**src/rtl/assert_macros.svh**
```systemverilog
// Assertion macros included by the trailing_moving_average design file.
`ifndef ASSERT_MACROS_SVH
`define ASSERT_MACROS_SVH

// Checks a property at every rising edge while reset is released.
`define ASSERT_CLK(label, clk, rst_n, prop, msg) \
    label: assert property (@(posedge clk) disable iff (!rst_n) (prop)) else $error(msg);

// Checks that a condition at one edge leads to another at the next edge.
`define ASSERT_NEXT(label, clk, rst_n, cond, prop, msg) \
    label: assert property (@(posedge clk) disable iff (!rst_n) (cond) |=> (prop)) \
        else $error(msg);

`endif

```
**src/rtl/tma_pkg.sv**
```systemverilog
package tma_pkg;

    localparam int WINDOW_MAX   = 64;
    localparam int SAMPLE_WIDTH = 32;
    localparam int WIN_W        = 7;

    localparam int SLOT_W  = (WINDOW_MAX > 1) ? $clog2(WINDOW_MAX) : 1;
    localparam int CNT_W   = $clog2(WINDOW_MAX + 1);
    localparam int CMP_W   = (WIN_W > CNT_W) ? WIN_W : CNT_W;
    localparam int SUM_W   = SAMPLE_WIDTH + SLOT_W;
    localparam int STEP_W  = $clog2(SUM_W + 1);

    typedef enum logic [1:0] {
        ST_IDLE,
        ST_SUM,
        ST_DIV,
        ST_DONE
    } t_state;

endpackage

```
**src/rtl/tma_if.sv**
```systemverilog
interface tma_sample_if;

    logic                                    valid;
    logic                                    ready;
    logic signed [tma_pkg::SAMPLE_WIDTH-1:0] sample;
    logic                                    start_of_series;

    modport source (output valid, output sample, output start_of_series, input ready);
    modport sink   (input valid, input sample, input start_of_series, output ready);

endinterface

interface tma_average_if;

    logic                                    valid;
    logic                                    ready;
    logic signed [tma_pkg::SAMPLE_WIDTH-1:0] average;

    modport source (output valid, output average, input ready);
    modport sink   (input valid, input average, output ready);

endinterface

```
**src/rtl/trailing_moving_average.sv**
```systemverilog
// Channel   | Direction | Word                              | Handshake
// i_smp     | in        | sample, start_of_series           | valid/ready
// o_avg     | out       | average                           | valid/ready
// i_cfg     | in        | window_size                       | write enable only
//
// From acceptance to result, the last count entries of the ring memory, where count is the
// number of samples averaged, are read one entry per cycle into the
// accumulator, then a restoring divider produces one quotient bit per cycle.
// Reset is synchronous and active low; it empties the history and sets the window to 4.
// A new word is accepted while the previous result still waits in the output register.
// A stalled output holds the finished quotient until the output register is free.
`include "assert_macros.svh"

module trailing_moving_average (
    input  logic                       i_clk,
    input  logic                       i_rst_n,
    input  logic                       i_cfg_we,
    input  logic [tma_pkg::WIN_W-1:0]  i_cfg_wdata,
    tma_sample_if.sink                 i_smp,
    tma_average_if.source              o_avg
);
    import tma_pkg::*;

    logic signed [SAMPLE_WIDTH-1:0] r_ring [WINDOW_MAX];
    logic signed [SAMPLE_WIDTH-1:0] r_rd_data;

    t_state                   r_state, n_state;
    logic [WIN_W-1:0]         r_window;
    logic [SLOT_W-1:0]        r_slot, n_slot;
    logic [CNT_W-1:0]         r_fill, n_fill;
    logic [CNT_W-1:0]         r_count, n_count;
    logic [CNT_W-1:0]         r_left, n_left;
    logic [SLOT_W-1:0]        r_rd_ptr, n_rd_ptr;
    logic                     r_rd_vld, n_rd_vld;
    logic signed [SUM_W-1:0]  r_acc, n_acc;
    logic                     r_neg, n_neg;
    logic [SUM_W-1:0]         r_dvd, n_dvd;
    logic [CNT_W-1:0]         r_rem, n_rem;
    logic [STEP_W-1:0]        r_step, n_step;
    logic                     r_out_valid, n_out_valid;
    logic [SAMPLE_WIDTH-1:0]  r_avg, n_avg;

    logic                     accept;
    logic [SLOT_W-1:0]        wr_slot;
    logic [CNT_W-1:0]         base_fill;
    logic [CMP_W-1:0]         eff_window;
    logic [CMP_W-1:0]         fill_ext;
    logic [CNT_W:0]           shifted;
    logic [CNT_W:0]           divisor;
    logic [SUM_W-1:0]         quot_neg;

    assign accept      = i_smp.valid && i_smp.ready;
    assign i_smp.ready = (r_state == ST_IDLE);
    assign o_avg.valid = r_out_valid;
    assign o_avg.average = r_avg;

    assign wr_slot   = i_smp.start_of_series ? '0 : r_slot;
    assign base_fill = i_smp.start_of_series ? '0 : r_fill;
    assign shifted   = {r_rem, r_dvd[SUM_W-1]};
    assign divisor   = {1'b0, r_count};
    assign quot_neg  = ~r_dvd + SUM_W'(1);

    always_comb begin
        priority if (r_window == '0) begin
            eff_window = CMP_W'(1);
        end else if (CMP_W'(r_window) > CMP_W'(WINDOW_MAX)) begin
            eff_window = CMP_W'(WINDOW_MAX);
        end else begin
            eff_window = CMP_W'(r_window);
        end
    end

    always_comb begin
        n_state     = r_state;
        n_slot      = r_slot;
        n_fill      = r_fill;
        n_count     = r_count;
        n_left      = r_left;
        n_rd_ptr    = r_rd_ptr;
        n_rd_vld    = 1'b0;
        n_acc       = r_acc;
        n_neg       = r_neg;
        n_dvd       = r_dvd;
        n_rem       = r_rem;
        n_step      = r_step;
        n_out_valid = r_out_valid && !o_avg.ready;
        n_avg       = r_avg;
        fill_ext    = '0;

        unique case (r_state)
            ST_IDLE: begin
                if (accept) begin
                    n_slot   = (wr_slot == SLOT_W'(WINDOW_MAX - 1)) ? '0 : wr_slot + SLOT_W'(1);
                    n_fill   = (base_fill < CNT_W'(WINDOW_MAX)) ? base_fill + CNT_W'(1)
                                                                : base_fill;
                    fill_ext = CMP_W'(n_fill);
                    n_count  = (eff_window > fill_ext) ? n_fill : CNT_W'(eff_window);
                    n_left   = n_count;
                    n_rd_ptr = wr_slot;
                    n_acc    = '0;
                    n_state  = ST_SUM;
                end
            end
            ST_SUM: begin
                if (r_left != '0) begin
                    n_rd_vld = 1'b1;
                    n_left   = r_left - CNT_W'(1);
                    n_rd_ptr = (r_rd_ptr == '0) ? SLOT_W'(WINDOW_MAX - 1)
                                                : r_rd_ptr - SLOT_W'(1);
                end
                if (r_rd_vld) begin
                    n_acc = r_acc + SUM_W'(r_rd_data);
                end else if (r_left == '0) begin
                    n_neg   = r_acc[SUM_W-1];
                    n_dvd   = r_acc[SUM_W-1] ? SUM_W'(-r_acc) : SUM_W'(r_acc);
                    n_rem   = '0;
                    n_step  = STEP_W'(SUM_W);
                    n_state = ST_DIV;
                end
            end
            ST_DIV: begin
                if (shifted >= divisor) begin
                    n_rem = CNT_W'(shifted - divisor);
                    n_dvd = {r_dvd[SUM_W-2:0], 1'b1};
                end else begin
                    n_rem = shifted[CNT_W-1:0];
                    n_dvd = {r_dvd[SUM_W-2:0], 1'b0};
                end
                n_step = r_step - STEP_W'(1);
                if (r_step == STEP_W'(1)) begin
                    n_state = ST_DONE;
                end
            end
            ST_DONE: begin
                if (!r_out_valid || o_avg.ready) begin
                    n_out_valid = 1'b1;
                    n_avg       = r_neg ? quot_neg[SAMPLE_WIDTH-1:0] : r_dvd[SAMPLE_WIDTH-1:0];
                    n_state     = ST_IDLE;
                end
            end
            default: begin
                n_state = ST_IDLE;
            end
        endcase
    end

    always_ff @(posedge i_clk) begin
        if (!i_rst_n) begin
            r_state     <= ST_IDLE;
            r_window    <= WIN_W'(4);
            r_slot      <= '0;
            r_fill      <= '0;
            r_left      <= '0;
            r_rd_vld    <= 1'b0;
            r_step      <= '0;
            r_out_valid <= 1'b0;
        end else begin
            r_state     <= n_state;
            r_slot      <= n_slot;
            r_fill      <= n_fill;
            r_left      <= n_left;
            r_rd_vld    <= n_rd_vld;
            r_step      <= n_step;
            r_out_valid <= n_out_valid;
            if (i_cfg_we) begin
                r_window <= i_cfg_wdata;
            end
        end
    end

    always_ff @(posedge i_clk) begin
        r_count  <= n_count;
        r_rd_ptr <= n_rd_ptr;
        r_acc    <= n_acc;
        r_neg    <= n_neg;
        r_dvd    <= n_dvd;
        r_rem    <= n_rem;
        r_avg    <= n_avg;
    end

    always_ff @(posedge i_clk) begin
        if (accept) begin
            r_ring[wr_slot] <= i_smp.sample;
        end
        r_rd_data <= r_ring[r_rd_ptr];
    end

    `ASSERT_CLK(a_fill_bound, i_clk, i_rst_n, r_fill <= CNT_W'(WINDOW_MAX), "fill count above ring depth")
    `ASSERT_CLK(a_count_valid, i_clk, i_rst_n, (r_state != ST_SUM) || (r_count != '0 && r_count <= r_fill), "averaging count out of range")
    `ASSERT_CLK(a_rem_below, i_clk, i_rst_n, (r_state != ST_DIV) || (r_rem < r_count), "divider remainder not below divisor")
    `ASSERT_NEXT(a_accept_sum, i_clk, i_rst_n, accept, r_state == ST_SUM, "accepted word did not start summation")

endmodule
```
**src/flat_wrapper.sv**
```systemverilog
// flat-port wrapper written by rule: the top's interface ports become plain ports
module trailing_moving_average_flat import tma_pkg::*;
  (i_clk, i_rst_n, i_cfg_we, i_cfg_wdata, i_smp_valid, i_smp_sample, i_smp_start_of_series, i_smp_ready, o_avg_valid, o_avg_average, o_avg_ready);
  tma_sample_if i_smp_i ();
  tma_average_if o_avg_i ();
  input  logic i_clk;
  input  logic i_rst_n;
  input  logic i_cfg_we;
  input  logic [tma_pkg::WIN_W-1:0] i_cfg_wdata;
  input wire logic [$bits(i_smp_i.valid)-1:0] i_smp_valid;
  input wire logic [$bits(i_smp_i.sample)-1:0] i_smp_sample;
  input wire logic [$bits(i_smp_i.start_of_series)-1:0] i_smp_start_of_series;
  output wire logic [$bits(i_smp_i.ready)-1:0] i_smp_ready;
  output wire logic [$bits(o_avg_i.valid)-1:0] o_avg_valid;
  output wire logic [$bits(o_avg_i.average)-1:0] o_avg_average;
  input wire logic [$bits(o_avg_i.ready)-1:0] o_avg_ready;
  assign i_smp_i.valid = i_smp_valid;
  assign i_smp_i.sample = i_smp_sample;
  assign i_smp_i.start_of_series = i_smp_start_of_series;
  assign i_smp_ready = i_smp_i.ready;
  assign o_avg_valid = o_avg_i.valid;
  assign o_avg_average = o_avg_i.average;
  assign o_avg_i.ready = o_avg_ready;
  trailing_moving_average u_core (.i_clk(i_clk), .i_rst_n(i_rst_n), .i_cfg_we(i_cfg_we), .i_cfg_wdata(i_cfg_wdata), .i_smp(i_smp_i), .o_avg(o_avg_i));
endmodule
```
**config.mk**
```make
export PLATFORM = sky130hd
export DESIGN_NAME = trailing_moving_average_flat
export DESIGN_NICKNAME = d
export VERILOG_FILES = /design/src/rtl/tma_pkg.sv /design/src/rtl/tma_if.sv /design/src/rtl/trailing_moving_average.sv /design/src/flat_wrapper.sv
export VERILOG_INCLUDE_DIRS = /design/src /design/src/rtl
export SDC_FILE = /design/constraint.sdc
export NUM_CORES = 2
export LEC_CHECK = 0
export ABC_AREA = 1
export BUFFER_PORTS_ARGS = -buffer_cell sky130_fd_sc_hd__buf_4
export CELL_PAD_IN_SITES_DETAIL_PLACEMENT = 0
export CELL_PAD_IN_SITES_GLOBAL_PLACEMENT = 1
export CORE_AREA = 2 2 430 432
export CTS_CLUSTER_SIZE = 16
export DETAILED_ROUTE_END_ITERATION = 7
export DIE_AREA = 0 0 432 434
export PLACE_DENSITY_LB_ADDON = 0.05
export SLEW_MARGIN = 20
export SYNTH_ARGS = -nofsm -noshare
export SYNTH_HDL_FRONTEND = slang
export SYNTH_SLANG_ARGS = --single-unit
export TNS_END_PERCENT = 10
```
**constraint.sdc**
```tcl
create_clock -name i_clk -period 6.6 [get_ports i_clk]
set_input_delay 1.32 -clock i_clk [delete_from_list [all_inputs] [get_ports i_clk]]
set_output_delay 1.32 -clock i_clk [all_outputs]
set_load 0.01 [all_outputs]
```
Word level (Yosys, flattened, before mapping)

Memories as Yosys holds them, arrays and structs flattened. A register that Yosys moved wholly into a read port is not among the register bits.
Cells that the tools add are included.

Add/sub/neg operators: 9
Shift operators: 0
Eq/ne operators: 12
Div/mod/pow operators: 0
Multipliers: 0
Bitwise operators: 2
Muxes and demuxes: 41
Reductions and logical operators: 20
$lt $le $gt $ge: 4

Operator list:

| kind                                                   | count |
|---|---|
| two-way mux 38 bit                                     | 5 |
| one-hot mux 38 bit (2 select lines)                    | 2 |
| two-way mux 7 bit                                      | 10 |
| two-way mux 6 bit                                      | 7 |
| adder 38 x 32 -> 38 bit                                | 1 |
| negator 38 bit                                         | 1 |
| adder 32 x 1 -> 32 bit (second input constant)         | 1 |
| two-way mux 32 bit                                     | 1 |
| inverter 32 bit                                        | 1 |
| one-hot mux 7 bit (2 select lines)                     | 2 |
| one-hot mux 6 bit (2 select lines)                     | 2 |
| logical NOT 7 bit                                      | 2 |
| AND reduction 3 bit                                    | 4 |
| subtractor 6 x 1 -> 6 bit (second input constant)      | 2 |
| two-way mux 2 bit                                      | 5 |
| inequality test 2 x 1 -> 1 bit (second input constant) | 5 |
| greater-or-equal comparator 8 x 7 -> 1 bit             | 1 |
| one-hot mux 2 bit (4 select lines)                     | 1 |
| adder 7 x 1 -> 7 bit (second input constant)           | 1 |
| greater-than comparator 7 bit                          | 1 |
| greater-than comparator 7 bit (second input constant)  | 1 |
| < comparator 7 bit (second input constant)             | 1 |
| nonzero test 7 bit                                     | 1 |
| subtractor 7 x 1 -> 7 bit (second input constant)      | 1 |
| other kinds (17)                                       | 29 |

Memories kept: 1
Bits in registers: 166
Bits in latches: 0
Output and inout bits: 34
ROM bits: 0
Memory bits (writable): 2,048

Memory list:

| name          | depth | width | rd ports | clocked after Yosys merged registers in | wr ports | line                          | text |
|---|---|---|---|---|---|---|---|
| u_core.r_ring | 64    | 32    | 1        | 1                                       | 1        | trailing_moving_average.sv:24 | `logic signed [SAMPLE_WIDTH-1:0] r_ring [WINDOW_MAX];` |

Logic depth before layout (Yosys ltp)

Word-level depth: 7
Gate-level depth with buffers: 23

Worst setup path before layout

No wires, ideal clock.

Path type: in2reg
Start: input i_smp_start_of_series
End: memory u_core.r_ring[33][0], enable pin
Arrival time: 5.181 ns
Slack: 0.917 ns
Stages: 4
Path through: buf_2 -> nor2_1 -> inv_1 -> nor4_1

Cells in the longest elaborated chain, start to end: 1

RTL lines:

| element            | line                          | text |
|---|---|---|
| start: declaration | flat_wrapper.sv:12            | `input wire logic [$bits(i_smp_i.start_of_series)-1:0] i_smp_start_of_series;` |
| two-way mux 6 bit  | trailing_moving_average.sv:57 | `assign wr_slot = i_smp.start_of_series ? '0 : r_slot;` |
| end: declaration   | trailing_moving_average.sv:24 |  |

No other way between the ends.

Worst setup path after layout

Start: input i_smp_start_of_series
End: memory u_core.r_ring[63][13], enable pin

The elaborated chain is that of the path after synthesis.

==> key figures <==
Run status
  • Status: completed

Clock tree
  • Root Driver: clkbuf_16
  • Hold buffers post-CTS: 0
  • H-tree depth: 4
  • Cts repair resizes: 0
  • CTS sink cnt: 2246
  • Total CTS buffers: 228
  • Clock Path Buffers: 3
  • Clk Latency, worst-skew pair: 0.89 ns
  • Worst-path clk slew: 0.06 ns
  • Postcts setup bufs: 0
  • CTS tree: built

Cells and area
  • Share of layout cells above drive strength 1: 7.44%
  • Fill cells: 15100
  • Nets@finish: 8363
  • Fin cells: 10800
  • Design Area, Final: 105000 um2
  • Synthesis-to-layout area growth: 11.0%

Floorplanning
  • DIE AREA: 187000 um2
  • Die Height: 434 um
  • Die width: 432 um
  • Starting Density: 51.8%
  • # IOs: 79
  • Core area: 182000 um2
  • Std-Cell Rows: 157

Global route
  • Pin count of the biggest net entering global routing: 176
  • First-pass GRT wire length: 410000 um
  • Antenna violations before repair: 12
  • Vias in the first global route: 59700
  • GR Util met1: 45.5%
  • Top Usage Layer GRT: met1
  • M3 GR Usage: 4.90%
  • Routing usage on met2: 44.2%
  • Tot GR Track Use: 30.1%
  • Congestion Overflow GR: 0

Synth
  • Mapped Area: 94500 um2
  • Seq cells post-synth: 2246
  • Post-synthesis cell count: 8280
  • Synth Area in Adders: 0.890%
  • Post-Synth XOR/XNOR Area: 0.399%
  • Complex-gate fraction of the synthesized area: 5.76%
  • Post-synthesis cell type count: 45
  • Post-Synth Simple-Gate Area: 18.2%
  • Mux share of post-synthesis cell area: 0%
  • Net Count, Synth: 8391
  • Ys flop type: edfxtp_1
  • Yosys warns: 0
  • EDFF count, synth: 2177
  • Post-synthesis sequential area ratio: 70.7%
  • Mean Syn Cell Area: 11.4 um2
  • Largest family of logic cells by synthesized area: simple AND/OR/NAND/NOR gates
  • Asr flop ratio synth: 0%

Worst setup path
  • CP required: 7.15 ns
  • Worst setup endpoint: u_core.r_ring[63][13]
  • CP Launch Type: input pin
  • R2r startpoint: u_core.r_rd_ptr[0]
  • Setup crit end kind: register
  • Crit Reg-Reg Endpoint: u_core.r_rd_data[7]
  • R2R Setup Slk: 2.86 ns
  • Worst-case reg-to-reg path depth: 11
  • Critical path startpoint: i_smp_start_of_series
  • Critical path class: input pin to register
  • CP max FO: 19
  • Critical Path AT: 4.47 ns

Pwr
  • Max IR drop VDD: 0.000464 V
  • Pleak: 37.2 nW
  • PwrDens: 451 nW/um2

STA
  • Final Hold Fails: 0
  • Fmax: 255 MHz
  • Worst-margin pin slew: 1.24 ns
  • Tcrit/Tclk final: 59.4%
  • Setup TNS Final: 0 ns
  • Final setup viols: 0
  • Max-slew violation count: 0
  • RSZ-0062 raised after global routing: false
  • Max-slew headroom: 17.2%
  • Clk_skew: 0.0336 ns
  • Tmin final: 3.92 ns

Drt
  • Routed len/inst: 26.1 um
  • Pre-Repair DR Iteration Count: 6
  • DRT Wirelength: 283000 um
  • Drt initial violations: 8206
  • Vias/cell: 5.90
  • Vias: 63900
  • Drt drc: 0
  • Antenna Nets Post-Route: 0

Place
  • Post-DP HPWL: 162000 um
  • Final RePlAce weighted congestion: 0.903
  • Placed Instance Area: 97100 um2
  • I/O Buffers: 78
  • DP Cell Count: 10400

Min path
  • HP Class: register to register
  • Worst hold start: u_core.r_step[5]

Run
  • MaxCap Viol Count: 0
layout by cell type, fill, tap and decap left out, drive strengths merged, types with 6 or more instances in the layout:
cell type,n
buf,217
o211ai,64
nor3,33
nand4,18
clkbuf,291
inv,336
o21ai,568
edfxtp,2177
or2,8
bufinv,23
xor2,32
nand3,1307
nand2,1940
xnor2,11
o31ai,6
a21oi,208
a211oi,6
clkinvlp,10
ha,64
clkinv,102
o22ai,129
nor2,799
o21a,6
dfxtp,69
synthesized netlist by cell type, types with 7 or more instances:
| cell type | n | area share, % |
|---|---|---|
| o22ai_1 | 129 | 0.85 |
| or2_2 | 7 | 0.046 |
| xnor2_1 | 11 | 0.10 |
| nand4_1 | 18 | 0.12 |
| o21ai_1 | 18 | 0.095 |
| xor2_1 | 32 | 0.30 |
| inv_2 | 7 | 0.028 |
| o21ai_0 | 550 | 2.9 |
| buf_6 | 65 | 0.77 |
| inv_1 | 323 | 1.3 |
| edfxtp_1 | 2177 | 69 |
| ha_1 | 64 | 0.85 |
| clkbuf_1 | 188 | 0.75 |
| buf_4 | 37 | 0.29 |
| buf_2 | 126 | 0.67 |
| nor2_1 | 797 | 3.2 |
| buf_1 | 56 | 0.22 |
| dfxtp_1 | 69 | 1.5 |
| o211ai_1 | 64 | 0.51 |
| nor3_1 | 32 | 0.17 |
| nand2_1 | 1940 | 7.7 |
| a21oi_1 | 208 | 1.1 |
| nand3_1 | 1307 | 6.9 |
metal layers:
layer / vias to the layer above / wire (um)
li1: 29200 / -
met1: 31500 / 124000
met2: 2781 / 124000
met3: 402 / 25600
met4: 2 / 9490
met5: - / 13
per-stage QoR:
stage                     hold WS, ns  power, mW  setup WS, ns  utilization (%)
after floorplan                 0.424       28.3         0.917                -
after global placement          0.456       34.3          1.96             53.2
after detailed placement        0.465       34.4          1.95             53.2
after CTS                       0.474       47.3          2.79             57.3
after global routing            0.504       49.7          2.59             57.5
final                           0.472       47.3          2.68             57.5
worst max-delay path, stage by stage:
cell and delay, ns:
buf_4 0.19, inv_2 0.29, nand2_1 0.17, nor2_1 0.26
nand3_1 0.91, nor2_4 0.87, buf_4 0.42
layout make-up:
type | count | area (um2) | area share, %
Sequential cell | 2246 | 66800 | 63.6
Multi-Input combinational cell | 5226 | 24400 | 23.2
Clock buffer | 291 | 6060 | 5.78
Tap cell | 2385 | 2980 | 2.85
Timing Repair Buffer | 217 | 2020 | 1.93
Clock inverter | 138 | 1400 | 1.34
Inverter | 333 | 1280 | 1.22
Antenna cell | 5 | 12.5 | 0.0119
state kept, by name, summed over array words and instances (netlist names), 2 cells and up:
name	flops
u_core.r_slot	6
u_core.r_dvd	38
u_core.r_state	2
u_core.r_ring	2048
u_core.r_step	6
u_core.r_acc	38
u_core.r_window	7
u_core.r_rd_data	32
u_core.r_rd_ptr	6
u_core.r_fill	7
u_core.r_left	7
u_core.r_rem	7
u_core.r_count	7
u_core.o_avg.average	32
logic make-up after synthesis:
| family | after synthesis |
|---|---|
| AO/OA/AOI/OAI | 1005 |
| XOR/XNOR | 43 |
| AND/OR/NAND/NOR | 4112 |
| buffers and inverters | 808 |
| adder cells (fa/ha/maj) | 66 |
| flip-flops | 2246 |
power breakdown:
part	total [mW]	internal [mW]	leakage, nW	switching [mW]
Clock	12.9	7.39	3.62	5.54
Sequential	17.1	16.5	20.2	0.613
Combinational	17.2	4.44	13.3	12.8
worst min path at each step:
stage | endpoint | slack (ns) | depth (start not counted)
after floorplan | u_core.r_neg | 0.42 | 0
after global placement | u_core.r_step[5] | 0.46 | 2
after detailed placement | u_core.r_step[5] | 0.47 | 2
after CTS | u_core.r_step[5] | 0.47 | 2
after global routing | u_core.r_step[5] | 0.50 | 2
final | u_core.r_step[5] | 0.47 | 2
Power figures use the tool's default switching activity.
